===== src/rtl/bdq_pkg.sv =====
// Shared types and codes for the bounded double-ended queue.
// Used by bdq_store and bounded_deque; no dependencies.
`timescale 1ns / 1ps
`default_nettype none

package bdq_pkg;

  localparam int unsigned WORD_W = 32;

  typedef logic signed [WORD_W-1:0] word_t;

  localparam logic [2:0] OP_PUSH_FRONT = 3'd0;
  localparam logic [2:0] OP_PUSH_BACK  = 3'd1;
  localparam logic [2:0] OP_POP_FRONT  = 3'd2;
  localparam logic [2:0] OP_POP_BACK   = 3'd3;
  localparam logic [2:0] OP_CLEAR      = 3'd4;

  localparam logic [1:0] ST_DONE  = 2'd0;
  localparam logic [1:0] ST_FULL  = 2'd1;
  localparam logic [1:0] ST_EMPTY = 2'd2;

  typedef struct packed {
    logic [2:0] operation;
    word_t      value;
  } in_t;

  typedef struct packed {
    logic [1:0] status;
    word_t      front_value;
    word_t      back_value;
    logic [4:0] count;
    logic       is_empty;
    logic       is_full;
  } out_t;

  typedef enum logic {
    S_IDLE,
    S_FETCH
  } state_e;

endpackage

`default_nettype wire


===== src/rtl/bdq_store.sv =====
// Word storage of the queue: one write port and one read port with registered data.
// Depends on bdq_pkg for the word type.
`timescale 1ns / 1ps
`default_nettype none

module bdq_store #(
  parameter int unsigned DEPTH = 16,
  parameter int unsigned AW    = 4
) (
  input  wire               clk_i,
  input  wire               we_i,
  input  wire  [AW-1:0]     waddr_i,
  input  bdq_pkg::word_t    wdata_i,
  input  wire               re_i,
  input  wire  [AW-1:0]     raddr_i,
  output bdq_pkg::word_t    rdata_o
);
  import bdq_pkg::*;

  word_t mem_q [DEPTH];
  word_t rdata_q;

  always_ff @(posedge clk_i) begin
    if (we_i) begin
      mem_q[waddr_i] <= wdata_i;
    end
  end

  always_ff @(posedge clk_i) begin
    if (re_i) begin
      rdata_q <= mem_q[raddr_i];
    end
  end

  assign rdata_o = rdata_q;

endmodule

`default_nettype wire


===== src/rtl/bounded_deque.sv =====
// Bounded double-ended queue of signed words, kept as a ring in one synchronous memory.
// Pushes, clear, refused operations and pops that leave the queue empty finish in S_IDLE
// and allow one item per cycle unless the output stalls; other pops wait in S_FETCH for the
// read data. The result is registered, in the cycle after acceptance at the earliest.
// Reset empties the queue at once; no memory clearing pass is needed.
`timescale 1ns / 1ps
`default_nettype none

module bounded_deque #(
  parameter int unsigned CAPACITY = 16
) (
  input  wire           clk_i,
  input  wire           rst_ni,
  input  wire           in_valid_i,
  output logic          in_stall_o,
  input  bdq_pkg::in_t  in_i,
  output logic          out_valid_o,
  input  wire           out_stall_i,
  output bdq_pkg::out_t out_o
);
  import bdq_pkg::*;

  localparam int unsigned IW = (CAPACITY > 1) ? $clog2(CAPACITY) : 1;
  localparam int unsigned CW = $clog2(CAPACITY + 1);

  state_e        state_q, state_d;
  logic [IW-1:0] head_q, head_d;
  logic [CW-1:0] count_q, count_d;
  word_t         front_q, front_d;
  word_t         back_q, back_d;
  logic          pend_front_q, pend_front_d;
  logic          out_valid_q, out_valid_d;
  out_t          out_q, out_d;

  logic          in_accept;
  logic          out_free;
  logic          out_load;
  logic [1:0]    status;
  logic          is_full;
  logic          is_empty;
  logic [IW-1:0] head_inc;
  logic [IW-1:0] head_dec;
  logic [CW-1:0] tail_off;
  logic [IW:0]   tail_sum;
  logic [IW-1:0] tail_idx;
  logic          mem_we;
  logic [IW-1:0] mem_waddr;
  logic          mem_re;
  logic [IW-1:0] mem_raddr;
  word_t         mem_rdata;

  bdq_store #(
    .DEPTH(CAPACITY),
    .AW   (IW)
  ) u_store (
    .clk_i  (clk_i),
    .we_i   (mem_we),
    .waddr_i(mem_waddr),
    .wdata_i(in_i.value),
    .re_i   (mem_re),
    .raddr_i(mem_raddr),
    .rdata_o(mem_rdata)
  );

  assign out_free   = !out_valid_q || !out_stall_i;
  assign in_stall_o = (state_q != S_IDLE) || !out_free;
  assign in_accept  = in_valid_i && !in_stall_o;

  assign is_full  = (count_q == CW'(CAPACITY));
  assign is_empty = (count_q == '0);

  assign head_inc = (head_q == IW'(CAPACITY - 1)) ? '0 : head_q + IW'(1);
  assign head_dec = (head_q == '0) ? IW'(CAPACITY - 1) : head_q - IW'(1);

  assign tail_off = (in_i.operation == OP_PUSH_BACK) ? count_q : count_q - CW'(2);
  assign tail_sum = {1'b0, head_q} + (IW+1)'(tail_off);
  assign tail_idx = (tail_sum >= (IW+1)'(CAPACITY)) ?
                    IW'(tail_sum - (IW+1)'(CAPACITY)) : IW'(tail_sum);

  always_comb begin
    state_d      = state_q;
    head_d       = head_q;
    count_d      = count_q;
    front_d      = front_q;
    back_d       = back_q;
    pend_front_d = pend_front_q;
    status       = ST_DONE;
    out_load     = 1'b0;
    mem_we       = 1'b0;
    mem_waddr    = tail_idx;
    mem_re       = 1'b0;
    mem_raddr    = tail_idx;

    case (state_q)
      S_IDLE: begin
        if (in_accept) begin
          out_load = 1'b1;
          case (in_i.operation)
            OP_PUSH_FRONT: begin
              if (is_full) begin
                status = ST_FULL;
              end else begin
                head_d    = head_dec;
                count_d   = count_q + CW'(1);
                mem_we    = 1'b1;
                mem_waddr = head_dec;
                front_d   = in_i.value;
                if (is_empty) begin
                  back_d = in_i.value;
                end
              end
            end
            OP_PUSH_BACK: begin
              if (is_full) begin
                status = ST_FULL;
              end else begin
                count_d = count_q + CW'(1);
                mem_we  = 1'b1;
                back_d  = in_i.value;
                if (is_empty) begin
                  front_d = in_i.value;
                end
              end
            end
            OP_POP_FRONT: begin
              if (is_empty) begin
                status = ST_EMPTY;
              end else begin
                head_d  = head_inc;
                count_d = count_q - CW'(1);
                if (count_q == CW'(1)) begin
                  front_d = '0;
                  back_d  = '0;
                end else begin
                  mem_re       = 1'b1;
                  mem_raddr    = head_inc;
                  pend_front_d = 1'b1;
                  out_load     = 1'b0;
                  state_d      = S_FETCH;
                end
              end
            end
            OP_POP_BACK: begin
              if (is_empty) begin
                status = ST_EMPTY;
              end else begin
                count_d = count_q - CW'(1);
                if (count_q == CW'(1)) begin
                  front_d = '0;
                  back_d  = '0;
                end else begin
                  mem_re       = 1'b1;
                  pend_front_d = 1'b0;
                  out_load     = 1'b0;
                  state_d      = S_FETCH;
                end
              end
            end
            OP_CLEAR: begin
              head_d  = '0;
              count_d = '0;
              front_d = '0;
              back_d  = '0;
            end
            default: begin
            end
          endcase
        end
      end
      S_FETCH: begin
        if (out_free) begin
          if (pend_front_q) begin
            front_d = mem_rdata;
          end else begin
            back_d = mem_rdata;
          end
          out_load = 1'b1;
          state_d  = S_IDLE;
        end
      end
      default: begin
        state_d = S_IDLE;
      end
    endcase

    out_d.status      = status;
    out_d.front_value = front_d;
    out_d.back_value  = back_d;
    out_d.count       = 5'(count_d);
    out_d.is_empty    = (count_d == '0);
    out_d.is_full     = (count_d == CW'(CAPACITY));

    out_valid_d = out_load || (out_valid_q && out_stall_i);
  end

  always_ff @(posedge clk_i or negedge rst_ni) begin
    if (!rst_ni) begin
      state_q      <= S_IDLE;
      head_q       <= '0;
      count_q      <= '0;
      front_q      <= '0;
      back_q       <= '0;
      pend_front_q <= 1'b0;
      out_valid_q  <= 1'b0;
    end else begin
      state_q      <= state_d;
      head_q       <= head_d;
      count_q      <= count_d;
      front_q      <= front_d;
      back_q       <= back_d;
      pend_front_q <= pend_front_d;
      out_valid_q  <= out_valid_d;
    end
  end

  always_ff @(posedge clk_i) begin
    if (out_load) begin
      out_q <= out_d;
    end
  end

  assign out_valid_o = out_valid_q;
  assign out_o       = out_q;

endmodule

`default_nettype wire

===== config.mk =====
export PLATFORM = sky130hd
export DESIGN_NAME = bounded_deque
export DESIGN_NICKNAME = d
export VERILOG_FILES = /design/src/rtl/bdq_pkg.sv /design/src/rtl/bdq_store.sv /design/src/rtl/bounded_deque.sv
export SDC_FILE = /design/constraint.sdc
export NUM_CORES = 1
export LEC_CHECK = 0
export BUFFER_PORTS_ARGS = -buffer_cell sky130_fd_sc_hd__buf_2
export CORE_ASPECT_RATIO = 1.1
export CORE_UTILIZATION = 45
export DETAILED_ROUTE_END_ITERATION = 10
export PLACE_DENSITY = 0.71
export RECOVER_POWER = 25
export SLEW_MARGIN = 10
export SYNTH_ARGS = -nofsm -noshare
export SYNTH_HDL_FRONTEND = slang
export SYNTH_HIERARCHICAL = 1
export SYNTH_SLANG_ARGS = --single-unit

===== constraint.sdc =====
create_clock -name clk_i -period 8.2 [get_ports clk_i]
set_clock_uncertainty 0.2 [all_clocks]
set_input_delay 1.64 -clock clk_i [delete_from_list [all_inputs] [get_ports clk_i]]
set_output_delay 1.64 -clock clk_i [all_outputs]
set_load 0.02 [all_outputs]

==> impl_metrics.ini, run 1 <==
[outcome]
status = complete, no violations

[sta]
drv_slew = 0
worstMarginPinSlew_ns = 1.259
timing.final.ws_setup_ns = 2.953
fmax_mhz = 190.6
rsz0062_at_grt = false
finalHoldViolCount = 0
fin_setup_tns_ns = 0
hold_ws_ns = 0.3378
period_share_pct = 63.98
setup_violations = 0
slew-limit-headroom_pct = 15.81
finalCriticalPeriod_ns = 5.247

[worst_hold_path]
min_from = back_q[29]
hold_path.class = register to register
hold_depth = 1
whs_endpoint = back_q[29]

[flow_run]
maxCapViolations = 0

[power]
peakVddDrop_mv = 0.5318
powerDensity_nw_per_um2 = 443.6
leakage_nw = 10.34

[setup_path]
worstPathRequired_ns = 8.27
path_max_fanout = 17
r2r-start = count_q[0]
critPathLaunchType = input pin
cp-startpoint = in_i[32]
worstPathArrival_ns = 5.32
reg2reg_depth = 10
path_class = input pin to register
crit_path_end_kind = register
ff2ff_setup_slack_ns = 3.46
r2r-end = u_store/mem_q[7][2]

[route]
wire_per_inst_um = 26.32
drtIter0Drc = 1523
antenna_left = 0
dr.pass1.iters = 5
drt-vias-per-instance = 6.124
vias = 14704
drc = 0
finalWirelength_mm = 63.18

[yosys]
synth_cell_types = 61
netlist_top_cells_area = edfxtp_1 68%, mux4_2 11%, dfrtp_1 7.0%
syn_area_per_cell_sq_um = 18.66
syn_area_sq_um = 27100
syn-num-nets = 1505
async_flop_share_pct = 10.97
synth_most_common_cell = edfxtp_1
synth_cells = 1452
ys_seq_elements = 693
synth_ff_type = edfxtp_1
yosys-top-cells-count = 617 x edfxtp_1, 178 x nand2_1, 128 x mux4_2
synth_edf_count = 617
synth_top_cell_by_area = edfxtp_1
synth_top_area_share_pct = 68.37
yosysWarningCount = 6
ys_seq_area_share_pct = 75.39

[cts]
clkSinkCount = 693
root_buffer = clkbuf_16
cts_tree = built
path_clk_slew_ns = 0.06
postCtsResizedCells = 0
clk_path_buf_depth = 3
clock_latency_ns = 0.61
htreeDepth = 3
numCtsBuffers = 69
cts_setup_buffers = 0
hold_buffers = 0

[global_route]
grt_pass1_vias = 15305
grt_use_total_pct = 20.91
grt_start_max_net_pins = 77
antenna_found_initial = 0
globalRoute.totalOverflow = 0
grt_first_pass_wirelength_mm = 95.43

[die]
die_w_um = 236.0
ios = 114
core_area_sq_um = 59000
start_util_pct = 45.93
die-area_sq_um = 61210
rows = 93
die_h_um = 259.4

[place]
dp_worst_setup_slack_ns = 2.349
globalplace.congestion = 0.7905
io_buffer_count = 113
dp_cells = 2273
hpwl_mm = 35.88

[layout]
finalCoreUtilization_pct = 52.46
ff_latch_area_sq_um = 20430
nNetsFinal = 1637
antennaDiodeCount = 0
multi_input_area_sq_um = 6379
fin_cells = 2401
area_growth_pct = 14.22
nFillCells = 4511
drive_above_1_share_pct = 23.89
kinds of logic (layout without fill, tap and decap cells):
family                   after synthesis  after routing  synth area share (%)
AND/OR/NAND/NOR                      252            252                 4.054
adder cells (fa/ha/maj)               14             14                0.6741
buffers and inverters                100            289                 1.815
multiplexers                         131            131                 10.75
AO/OA/AOI/OAI                        254            254                 7.060
flip-flops                           693            693                 75.39
XOR/XNOR                               8              8                0.2586
worst max-delay path by stage:
stage	to	slack [ns]	depth (start not counted)
floorplan	u_store/mem_q[0][0]	1.37	10
global placement	u_store/mem_q[3][14]	2.42	10
detailed placement	u_store/mem_q[15][8]	2.35	11
CTS	u_store/mem_q[15][2]	2.98	11
global route	u_store/mem_q[7][12]	2.78	9
finish	u_store/mem_q[15][12]	2.95	11
worst max-delay path, cell delays in order:
cell and delay, ns:
buf_2 0.26, or3b_2 0.53, xnor2_1 0.24, ha_1 0.27, a21o_1 0.16, a21oi_1 0.19, xnor2_1 0.11, o21ai_0 0.37
nand3_1 0.41, nor2_4 0.71, buf_4 0.42
through the flow:
| step | total power [mW] | area, sq um |
|---|---|---|
| 3_3_place_gp | 10.48 | 28680 |
| 3_5_place_dp | 10.56 | 28680 |
| 2_1_floorplan | 8.820 | 27100 |
| 4_1_cts | 13.81 | 30980 |
| 5_1_grt | 14.32 | 30950 |
| 6_report | 13.73 | 30950 |
area by class of cell:
type / instances / area share [%]
Inverter: 13 / 0.1577
Timing Repair Buffer: 148 / 2.696
Clock buffer: 81 / 5.858
Sequential cell: 693 / 66.01
Tap cell: 760 / 3.072
Multi-Input combinational cell: 659 / 20.61
Clock inverter: 47 / 1.601
layout by cell type (no fill, tap or decap), types with 3 or more instances in the layout:
cell type / instances
a21oi_1: 76
a21oi_4: 3
a221o_1: 64
a22o_1: 3
a22oi_1: 66
buf_12: 3
buf_2: 85
buf_4: 33
bufinv_16: 8
clkbuf_1: 36
clkbuf_16: 70
clkinv_1: 18
clkinv_2: 11
dfrtp_1: 76
edfxtp_1: 617
ha_1: 13
inv_1: 12
inv_6: 4
mux2i_1: 3
mux4_2: 128
nand2_1: 178
nand2b_1: 5
nand3_1: 8
nand3b_1: 3
nor2_1: 12
nor2_4: 14
nor3_1: 4
nor3_2: 4
nor4_1: 4
o21ai_0: 10
or3b_2: 3
xnor2_1: 7
power breakdown:
| group | internal, mW | switching, mW |
|---|---|---|
| clock | 1.86 | 1.33 |
| combinational | 2.29 | 3.51 |
| sequential | 4.53 | 0.215 |
| total | 8.68 | 5.05 |
metal layers:
| layer | global-route usage (%) | vias up | wire (um) |
|---|---|---|---|
| li1 | - | 6176 | - |
| met1 | 28.16 | 7757 | 25820 |
| met2 | 34.85 | 652 | 31500 |
| met3 | 3.158 | 119 | 4287 |
| met4 | 7.389 | 0 | 1569 |
| met5 | 0 | - | 0 |
flip-flops by register name (all words and copies together) (netlist names):
register and cells:
u_store/mem_q 512, out_o 73, back_q 32, front_q 32, u_store/rdata_o 32, count_q 5, head_q 4, out_valid_o 1
pend_front_q 1, state_q 1
(Power assumes the default switching activity.)
==> run 2: changes to the inputs <==
Settings changed: ABC_AREA set to 1.
Clock period 8.2 ns to 4.83 ns, I/O delays scaled along.
==> run 2 against run 1 <==
The run now ends with max-capacitance violations, max-slew violations left. Clock power grew 58%. Non-clock buffer count up 20. Area after synthesis rose by 12%. Routed wire length increased by 16%. Utilization fell by 1.6 points. Via count is 41% higher. Sequential share of layout area shrank 5.7 points. Count of clock-buffer cells in the layout is 6 lower. Largest cell class unchanged. Sequential power grew 70%. Setup slack worse by 2.2 ns.
==> impl_metrics.ini, run 2 <==
[setup_path]
r2r-end = u_store/mem_q[3][28]
crit_slowest_cell = dfrtp_1
cp-startpoint = count_q[0]
crit_family = simple AND/OR/NAND/NOR gates
r2r-start = count_q[0]
cpMostUsedCell = nand2_1
critPathLaunchType = register
endpoint = u_store/mem_q[3][28]
worstPathArrival_ns = 4.12
crit_chain = inv_1 -> ha_1 -> nand3_1 -> nand2_2 -> nor2_1 -> nand2_1 -> o21ai_0 -> nand2_1 -> nor2_4 -> buf_4
ff2ff_setup_slack_ns = 0.77
path_class = register to register
crit_path_end_kind = register
reg2reg_depth = 10
path_max_fanout = 32
cp.depth = 10
crit_path_max_incr_delay_ns = 0.54
worstPathRequired_ns = 4.90
critPathBufInv = 2

[sta]
drv_slew = 52
fin_setup_tns_ns = 0
fmax_mhz = 246.5
period_share_pct = 83.99
finalCriticalPeriod_ns = 4.056
setup_violations = 0
slew-limit-headroom_pct = -96.94
rsz0062_at_grt = false
worstMarginPinSlew_ns = 2.954
finalHoldViolCount = 0
timing.final.ws_setup_ns = 0.7735

[route]
drt-vias-per-instance = 5.307
drc = 0
dr.pass1.iters = 6
drtIter0Drc = 2183
wire_per_inst_um = 18.76
antenna_left = 0
vias = 20675
finalWirelength_mm = 73.10

[yosys]
ys_seq_elements = 693
synth_cells = 2912
async_flop_share_pct = 10.97
netlist_top_cells_area = edfxtp_1 61%, nand2_1 11%, nand3_1 7.2%
ys_seq_area_share_pct = 67.26
synth_top_cell_by_area = edfxtp_1
synth_edf_count = 617
synth_most_common_cell = nand2_1
synth_cell_types = 36
yosys-top-cells-count = 902 x nand2_1, 617 x edfxtp_1, 438 x nand3_1
synth_ff_type = edfxtp_1
syn-num-nets = 2965
syn_area_sq_um = 30380
syn_area_per_cell_sq_um = 10.43
synth_top_area_share_pct = 61.00
yosysWarningCount = 6

[global_route]
grt_first_pass_wirelength_mm = 113.7
antenna_found_initial = 7
grt_use_total_pct = 21.33
globalRoute.totalOverflow = 0
grtUsageMet3_pct = 3.645
use_met2_pct = 34.42
busiest_layer = met2
grt_start_max_net_pins = 129
use_met1_pct = 29.69
grt_pass1_vias = 19602

[die]
die-area_sq_um = 68550
start_util_pct = 45.67
ios = 114
core_area_sq_um = 66520
die_h_um = 274.5
die_w_um = 249.7
rows = 99

[cts]
clkSinkCount = 693
clk_path_buf_depth = 3
postCtsResizedCells = 0
root_buffer = clkbuf_16
cts_setup_buffers = 0
hold_buffers = 0
clock_latency_ns = 0.63
htreeDepth = 2
cts_tree = built
path_clk_slew_ns = 0.07
numCtsBuffers = 61

[layout]
nFillCells = 5668
final_common_cell = nand2_1
finalCoreUtilization_pct = 50.90
regMostFlops = u_store/mem_q
ff_latch_area_sq_um = 20430
drive_above_1_share_pct = 9.812
final_cell_mix = 900 x nand2_1, 617 x edfxtp_1, 438 x nand3_1, 414 x inv_1, 95 x a21oi_1
area_growth_pct = 11.47
nNetsFinal = 3041
largest_reg_flops = 512
fin_cells = 3896
multi_input_area_sq_um = 7571

[power]
powerDensity_nw_per_um2 = 733.8
power_mw = 24.85
leakage_nw = 14.09
peakVddDrop_mv = 1.050

[worst_hold_path]
hold_path.class = register to register

[place]
dp_worst_setup_slack_ns = 0.5516
globalplace.congestion = 0.9006
io_buffer_count = 113
hpwl_mm = 44.62
dp_cells = 3783

[outcome]
status = finished with violations
violations = max-capacitance violations, max-slew violations

[flow_run]
maxCapViolations = 1
[run 2: worst min-delay path by stage]
stage                              startpoint     endpoint  cells past startpoint
final                              front_q[0]   front_q[0]                      2
after global routing              front_q[21]  front_q[21]                      2
after CTS                              rst_ni    back_q[7]                      1
after detailed placement           front_q[1]   front_q[1]                      2
after global placement            front_q[19]  front_q[19]                      2
after floorplan           u_store/rdata_o[31]   back_q[31]                      2
[run 2: power breakdown]
| part | switching (mW) | internal (mW) | total [mW] |
|---|---|---|---|
| sequential | 0.393 | 7.69 | 8.09 |
| combinational | 8.31 | 3.42 | 11.7 |
| clock | 2.16 | 2.87 | 5.04 |
[run 2: cells by family after synthesis]
group | after synthesis | share of synthesized area, %
AOI/OAI and AO/OA | 219 | 4.012
xor gates and xnor gates | 7 | 0.2018
adders and majority gates | 14 | 0.6014
buffers and inverters | 576 | 8.370
DFF | 693 | 67.26
and+or+nand+nor | 1403 | 19.56
[run 2: layout make-up]
cell class                 count  area share [%]
multi-input combinational   1643           22.36
clock buffer                  75           4.811
antenna                        1        0.007390
sequential                   693           60.35
tap                          858           3.170
inverter                     421           4.689
timing repair buffer         168           3.326
clock inverter                37           1.290
[run 2: metal layers]
| metal | part of all wire [%] | up-vias |
|---|---|---|
| met1 | 43 | 9883 |
| met3 | 8.0 | 138 |
| met5 | 0.10 | - |
| met4 | 2.5 | 12 |
| met2 | 47 | 864 |
| li1 | - | 9778 |
[run 2: worst min-delay path: cells and delay by family, from the launching register on]
kind,cells,cell delay [ns]
flip-flops,1,0.38
AO/OA/AOI/OAI,1,0.07
AND/OR/NAND/NOR,1,0.06
[run 2: stage by stage]
| step | hold WS (ns) | area, sq um |
|---|---|---|
| after detailed placement | 0.3407 | 31820 |
| after CTS | 0.1746 | 33890 |
| after global routing | 0.3821 | 33860 |
| after floorplan | 0.3070 | 30380 |
| final | 0.3550 | 33860 |
| after global placement | 0.3355 | 31820 |
